`src/rtl/core/gplr_pkg.sv`:
```
`timescale 1ns / 1ps
package gplr_pkg;

  localparam int CFG_W      = 32;
  localparam int WORLD_W    = 17;
  localparam int END_ROW_W  = 12;
  localparam int READ_W     = 10;
  localparam int DX_W       = 10;
  localparam int STAMP_HALF = 3;
  localparam int STAMP_LAST = 5;
  localparam int GRID_STEP  = 40;
  localparam int AXIS_HALF  = 2;
  localparam int TIP_COLS   = 10;
  localparam int WORLD_SPAN = 640;

  localparam logic [1:0] REQ_CLEAR  = 2'd0;
  localparam logic [1:0] REQ_POINT  = 2'd1;
  localparam logic [1:0] REQ_VECTOR = 2'd2;
  localparam logic [1:0] REQ_READ   = 2'd3;

  localparam logic [1:0] IDX_BACKGROUND = 2'd0;
  localparam logic [1:0] IDX_AXIS       = 2'd1;
  localparam logic [1:0] IDX_POINT      = 2'd2;
  localparam logic [1:0] IDX_TIP        = 2'd3;

  localparam logic [1:0] CFG_BACKGROUND = 2'd0;
  localparam logic [1:0] CFG_AXIS       = 2'd1;
  localparam logic [1:0] CFG_POINT      = 2'd2;
  localparam logic [1:0] CFG_TIP        = 2'd3;

  localparam logic [CFG_W-1:0] RST_BACKGROUND = 32'd4281540382;
  localparam logic [CFG_W-1:0] RST_AXIS       = 32'd4294954086;
  localparam logic [CFG_W-1:0] RST_POINT      = 32'd4294901502;
  localparam logic [CFG_W-1:0] RST_TIP        = 32'd4278190335;

  typedef struct packed {
    logic load;
    logic map;
    logic vec_init;
    logic vec_mul;
    logic row_direct;
    logic div_start;
    logic div_step;
    logic div_fin;
    logic stamp_pt;
    logic stamp_vec;
    logic stamp_step;
    logic col_next;
    logic clr_step;
    logic rd_issue;
    logic emit;
  } ctrl_cmd_t;

  typedef struct packed {
    logic [1:0] req_type;
    logic       leftward;
    logic       dx_zero;
    logic       div_last;
    logic       stamp_last;
    logic       col_last;
    logic       clr_last;
  } ctrl_stat_t;

endpackage

```
`src/rtl/core/gplr_ctrl.sv`:
```
`timescale 1ns / 1ps
module gplr_ctrl (
  input  logic                 clk,
  input  logic                 rst,
  input  logic                 start,
  input  logic [1:0]           req_type,
  output logic                 busy,
  output gplr_pkg::ctrl_cmd_t  cmd,
  input  gplr_pkg::ctrl_stat_t stat
);

  localparam logic [3:0] S_IDLE   = 4'd0;
  localparam logic [3:0] S_MAP    = 4'd1;
  localparam logic [3:0] S_PT     = 4'd2;
  localparam logic [3:0] S_VINIT  = 4'd3;
  localparam logic [3:0] S_VMUL   = 4'd4;
  localparam logic [3:0] S_VCOL   = 4'd5;
  localparam logic [3:0] S_VDIV   = 4'd6;
  localparam logic [3:0] S_VFIN   = 4'd7;
  localparam logic [3:0] S_VSTART = 4'd8;
  localparam logic [3:0] S_STAMP  = 4'd9;
  localparam logic [3:0] S_VNEXT  = 4'd10;
  localparam logic [3:0] S_CLR    = 4'd11;
  localparam logic [3:0] S_RD     = 4'd12;
  localparam logic [3:0] S_DONE   = 4'd13;

  logic [3:0] state, state_next;

  always_ff @(posedge clk) begin
    if (rst) begin
      state <= S_IDLE;
    end else begin
      state <= state_next;
    end
  end

  always_comb begin
    state_next = state;
    cmd        = '0;
    case (state)
      S_IDLE: begin
        if (start) begin
          cmd.load = 1'b1;
          case (req_type)
            gplr_pkg::REQ_CLEAR: state_next = S_CLR;
            gplr_pkg::REQ_READ:  state_next = S_RD;
            default:             state_next = S_MAP;
          endcase
        end
      end
      S_MAP: begin
        cmd.map    = 1'b1;
        state_next = (stat.req_type == gplr_pkg::REQ_POINT) ? S_PT : S_VINIT;
      end
      S_PT: begin
        cmd.stamp_pt = 1'b1;
        state_next   = S_STAMP;
      end
      S_VINIT: begin
        // leftward target: draw nothing, still report the end row
        cmd.vec_init = 1'b1;
        state_next   = stat.leftward ? S_DONE : S_VMUL;
      end
      S_VMUL: begin
        cmd.vec_mul = 1'b1;
        state_next  = S_VCOL;
      end
      S_VCOL: begin
        if (stat.dx_zero) begin
          cmd.row_direct = 1'b1;
          state_next     = S_VSTART;
        end else begin
          cmd.div_start = 1'b1;
          state_next    = S_VDIV;
        end
      end
      S_VDIV: begin
        cmd.div_step = 1'b1;
        if (stat.div_last) state_next = S_VFIN;
      end
      S_VFIN: begin
        cmd.div_fin = 1'b1;
        state_next  = S_VSTART;
      end
      S_VSTART: begin
        cmd.stamp_vec = 1'b1;
        state_next    = S_STAMP;
      end
      S_STAMP: begin
        cmd.stamp_step = 1'b1;
        if (stat.stamp_last) begin
          state_next = (stat.req_type == gplr_pkg::REQ_VECTOR) ? S_VNEXT : S_DONE;
        end
      end
      S_VNEXT: begin
        if (stat.col_last) begin
          state_next = S_DONE;
        end else begin
          cmd.col_next = 1'b1;
          state_next   = S_VCOL;
        end
      end
      S_CLR: begin
        cmd.clr_step = 1'b1;
        if (stat.clr_last) state_next = S_DONE;
      end
      S_RD: begin
        cmd.rd_issue = 1'b1;
        state_next   = S_DONE;
      end
      S_DONE: begin
        cmd.emit   = 1'b1;
        state_next = S_IDLE;
      end
      default: begin
        state_next = S_IDLE;
      end
    endcase
  end

  assign busy = (state != S_IDLE);

endmodule

```
`config.mk`:
```
export PLATFORM = sky130hd
export DESIGN_NAME = gplr_ctrl
export DESIGN_NICKNAME = d
export VERILOG_FILES = /design/src/rtl/core/gplr_pkg.sv /design/src/rtl/core/gplr_ctrl.sv
export SDC_FILE = /design/constraint.sdc
export NUM_CORES = 1
export LEC_CHECK = 0
export BUFFER_PORTS_ARGS = -buffer_cell sky130_fd_sc_hd__buf_4
export CORE_UTILIZATION = 40
export CTS_CLUSTER_DIAMETER = 80
export DETAILED_ROUTE_END_ITERATION = 7
export HOLD_SLACK_MARGIN = 0.06
export MAX_ROUTING_LAYER = met4
export PLACE_DENSITY = 0.71
export SYNTH_ARGS = -nofsm -noshare
export SYNTH_HDL_FRONTEND = slang
export SYNTH_SLANG_ARGS = --single-unit
```
`constraint.sdc`:
```
create_clock -name clk -period 2.3 [get_ports clk]
set_input_delay 0.115 -clock clk [delete_from_list [all_inputs] [get_ports clk]]
set_output_delay 0.115 -clock clk [all_outputs]
set_load 0.05 [all_outputs]
```
Yosys cells after proc, flatten, opt, wreduce, memory -nomap -nowiden
Index checks and enable logic that the tools add are counted.
{"block": "word_totals", "wordCells": 55, "register_bits": 4, "in_bits": 13, "output_inout_bits": 16, "rom_bits": 0, "latchBits": 0, "mem_bits_rw": 0, "mem_count": 0}
{"block": "classes", "div_mod_pow": 0, "magnitude_cmp": 0, "n_mux": 29, "addsub": 0, "n_mul": 0, "n_shift": 0, "bitwise": 0, "reduce_logical": 5, "eq_ne": 20}
{"cell": "$pmux W4 S12", "count": 1}
{"cell": "$mux W4", "count": 7}
{"cell": "$eq A4 B4 Y1 const B", "count": 6}
{"cell": "$mux W1", "count": 18}
{"cell": "$eq A4 B3 Y1 const B", "count": 4}
{"cell": "$eq A4 B2 Y1 const B", "count": 2}
{"cell": "$ne A2 B2 Y1 const B", "count": 4}
{"cell": "$pmux W4 S2", "count": 1}
{"cell": "$eq A2 B2 Y1 const B", "count": 2}
{"cell": "$eq A4 B1 Y1 const B", "count": 1}
{"cell": "$logic_not A4 Y1", "count": 1}
{"cell": "$reduce_and A4 Y1", "count": 1}
{"cell": "$reduce_bool A4 Y1", "count": 1}
{"cell": "$mux W3", "count": 1}
{"cell": "$eq A2 B1 Y1 const B", "count": 1}
{"cell": "$logic_not A2 Y1", "count": 1}
{"cell": "$mux W2", "count": 1}
{"cell": "$reduce_or A2 Y1", "count": 1}

Logic depth before layout (Yosys ltp)
{"block": "logic_depth", "depth_word": 4, "depth_mapped": 7, "depth_no_buf": 7}

Least setup slack after synthesis
OpenSTA, ideal clock, no wires.
{"block": "synth_path", "kind": "flip-flop to flip-flop", "start": "register state[3]", "end": "register state[3]", "path_slack_ps": 137, "t_arrival_ps": 2091, "path_stages_with_launch": 7, "synth_period_minus_slack_ps": 2163, "setup_ps": 72, "n_path_buf": 1, "required_ps": 2228, "cell_sequence": "dfxtp_1 > buf_2 > inv_2 > nand2_1 > nor3_1 > nor3_1 > o21ai_1"}
{"block": "synth_between", "elab_chain_len": 3, "elab_cells_between_ends": 20, "classes_between": "eq/ne: 16; mux: 1; reduce/logical: 3"}
{"element": "start: declaration", "line_no": "gplr_ctrl.sv:27", "text": "logic [3:0] state, state_next;"}
{"element": "start signal: assignment", "line_no": "gplr_ctrl.sv:33", "text": "state <= state_next;"}
{"element": "$eq A4 B4 Y1, or another cell as far along", "line_no": "gplr_ctrl.sv:40", "text": "case (state)"}
{"element": "$reduce_or A2 Y1 (no source line) / $ne A2 B2 Y1 (equally long branches)"}
{"element": "$pmux W4 S12 / $reduce_and A4 Y1 (equally long branches)"}
Several ways; a longest one is shown, not always the timed one.
A chain may end at the register's enable or synchronous reset.

==> metrics.md <==
| Metric | Value |
|---|---|
| Commonest non-fill, non-tap cell in the layout | `buf_4` |
| Slowest-stage cell, CP | `dfxtp_1` |
| Seq cells post-synth | `4` |
| EDFF count, synth | `0` |
| Placer Congestion | `0.889` |
| Worst-path fanout max | `22` |
| Cell Pwr Density | `1310 nW/µm²` |
| R2R setup slack | `0.50 ns` |
| Root Buffer Master | `clkbuf_4` |
| Yosys top cell by area | `dfxtp_1` |
| Fraction of registers with async set/reset | `0` |
| Worst path bufs/invs | `1` |
| Overall power | `1.08 mW` |
| Fin area | `822 µm²` |
| Post-synthesis sequential area ratio | `0.134` |
| RSZ-0062 raised after global routing | `no` |
| CTS H-Tree Depth | `1` |
| Initial DRC Count | `16` |
| Crit path largest cell delay | `0.72 ns` |
| # IOs | `29` |
| Critical path cell sequence | `nand2_1, nor3_1, buf_4` |
| Fmax | `520 MHz` |
| DRT Pass-1 Iters | `4` |
| Routing usage on met2 | `0.377` |
| Share of cells above drive strength 1 | `0.319` |
| CTS tree | `done` |
| Synth cell types | `33` |
| Crit path launch type | `flip-flop` |
| Clock-pin slew on the worst setup and hold paths | `0.04 ns` |
| Met3 Use GR | `0.0326` |
| Core box area | `1350 µm²` |
| Layout area overhead | `37.7%` |
| Tcrit/Tclk final | `0.837` |
| Most frequent cells in the layout | `buf_4, nor2_1, nor3_1` |
| Top post-synthesis cells by area | `dfxtp_1, nor2_1, nor3_1, ha_1, nand2_1` |
| Number of port buffers | `28` |
| Setup CP Type | `reg -> out` |
| Final #Nets | `137` |
| Slew margin rel. | `0.565` |
| Initial Util | `0.442` |
| Die height | `40.6 µm` |
| Max_cap viols | `0` |
| Post-route ant nets | `0` |
| Clk_lat worst skew | `0.23 ns` |
| Final hold vios | `0` |
| Bufs on Longest Clock Path | `2` |
| First-pass GRT wire length | `2380 µm` |
| Fin crit period | `1.92 ns` |
| GRT overflow | `0` |
| # rows | `13` |
| CTS resizes | `0` |
| Die width | `40.6 µm` |
| CTS sink cnt | `4` |
| Antenna diodes | `0` |
| Gate Count Post-Synth | `93` |
| Peak VDD IR | `491 µV` |
| Final setup vio count | `0` |
| Vias/cell | `5.67` |
| Wire per inst | `12.2 µm` |
| Worst path arrival time | `1.81 ns` |
| Crit path required time | `2.18 ns` |
| Syn_area_per_cell | `6.42 µm²` |
| Antenna violations before repair | `0` |
| Synth warn | `0` |
| Vias in the first global route | `566` |
| Top Usage Layer GRT | `met2` |
| Placed Instance Area | `790 µm²` |
| Synth top area share | `0.134` |
| Final core area utilization | `0.609` |
| Syn_nets | `109` |
| Top FF cell, synth | `dfxtp_1` |
| Hold crit path type | `in -> reg` |
| Leakage | `0.366 nW` |
| GRT Util Overall | `0.225` |
| Clock skew | `0.00357 ns` |
| Status | `completed` |
| Post-Synthesis Cell Area | `597 µm²` |
| Top reg by flops | `state` |
| Pins Over Slew Limit | `0` |
| Pin count of the biggest net entering global routing | `23` |
| Max reg flops | `4` |
| Setup TNS | `0 ns` |
| Total wire length | `1640 µm` |
| Die area | `1650 µm²` |
| Post-DP HPWL | `1240 µm` |
| Vias | `760` |
| DR DRC count | `0` |
| Routing usage on met1 | `0.272` |
| Worst Tran Pin Value | `0.652 ns` |
| Largest regs | `state (4)` |
| TritonCTS Buffers | `3` |
| CP top delay family | `flip-flops` |
| Crit path capture type | `primary output` |
==> layer usage <==
metal	wire length [µm]	share of wire	vias to the layer above
li1	-	-	386
met5	0	0	-
met2	824	0.50	25
met4	13	0.0080	0
met3	66	0.040	2
met1	730	0.45	347
==> power breakdown <==
part / total (mW) / internal (mW) / leakage [nW] / switching [mW]
clock network: 0.0879 / 0.0584 / 0.0138 / 0.0294
registers: 0.221 / 0.0994 / 0.0330 / 0.122
logic: 0.769 / 0.279 / 0.319 / 0.491
total: 1.08 / 0.437 / 0.366 / 0.642
==> final timing paths <==
path,startpoint,to,cells past startpoint
worst max-delay path,state[2]$_SDFFE_PP0P_,cmd[10],3
worst min-delay path,stat[3],state[2]$_SDFFE_PP0P_,3
worst max register to register,state[2]$_SDFFE_PP0P_,state[0]$_SDFFE_PP0P_,5
worst min register to register,state[3]$_SDFFE_PP0P_,state[3]$_SDFFE_PP0P_,3
==> metrics by stage <==
stage | setup slack [ns] | std cells | hold WS [ns]
global route | 0.215 | 134 | 0.200
finish | 0.376 | 134 | 0.208
CTS | 0.390 | 134 | 0.193
floorplan | 0.137 | 93 | 0.184
detailed placement | 0.518 | 130 | 0.304
global placement | 0.598 | 130 | 0.303
==> final cells by class <==
cell class                      instances  area (µm²)
Multi-Input combinational cell         75         447
Sequential cell                         4        80.1
Inverter                                7        26.3
Tap cell                               15        18.8
Fill cell                             140         528
Clock buffer                            3        22.5
Timing Repair Buffer                   30         228
==> synth_stat cells (2+ instances only) <==
library cell and count:
o21ai_1 4, a31oi_1 3, buf_2 5, nand2b_1 4
nor3b_1 2, nand2_1 8, nand3_1 2, nor2_1 14
dfxtp_1 4, inv_1 5, or3_1 3, nor3_1 10
a21oi_1 4, inv_2 2, o21ai_0 2, ha_1 3
a211oi_1 2
==> worst reg2reg max path, stage by stage (launching register included) <==
cell	delay, ns
dfxtp_1	0.72
nor4b_2	0.34
o21ai_2	0.10
o31a_1	0.14
or3_1	0.32
o21ai_1	0.11
==> cell families after synthesis <==
family                   Yosys count  synth area share
flip-flops                         4             0.134
buffers and inverters             14             0.117
adder cells (fa/ha/maj)            3            0.0629
AO/OA/AOI/OAI                     22             0.247
AND/OR/NAND/NOR                   50             0.438
==> repair_timing <==
| item | 4_1_cts | 5_1_grt |
|---|---|---|
| buffers inserted | 0 | 0 |
| hold buffers | 1 | 0 |
| hold endpoints to repair | 1 | 0 |
No activity file was read; power rests on OpenSTA's default activity.
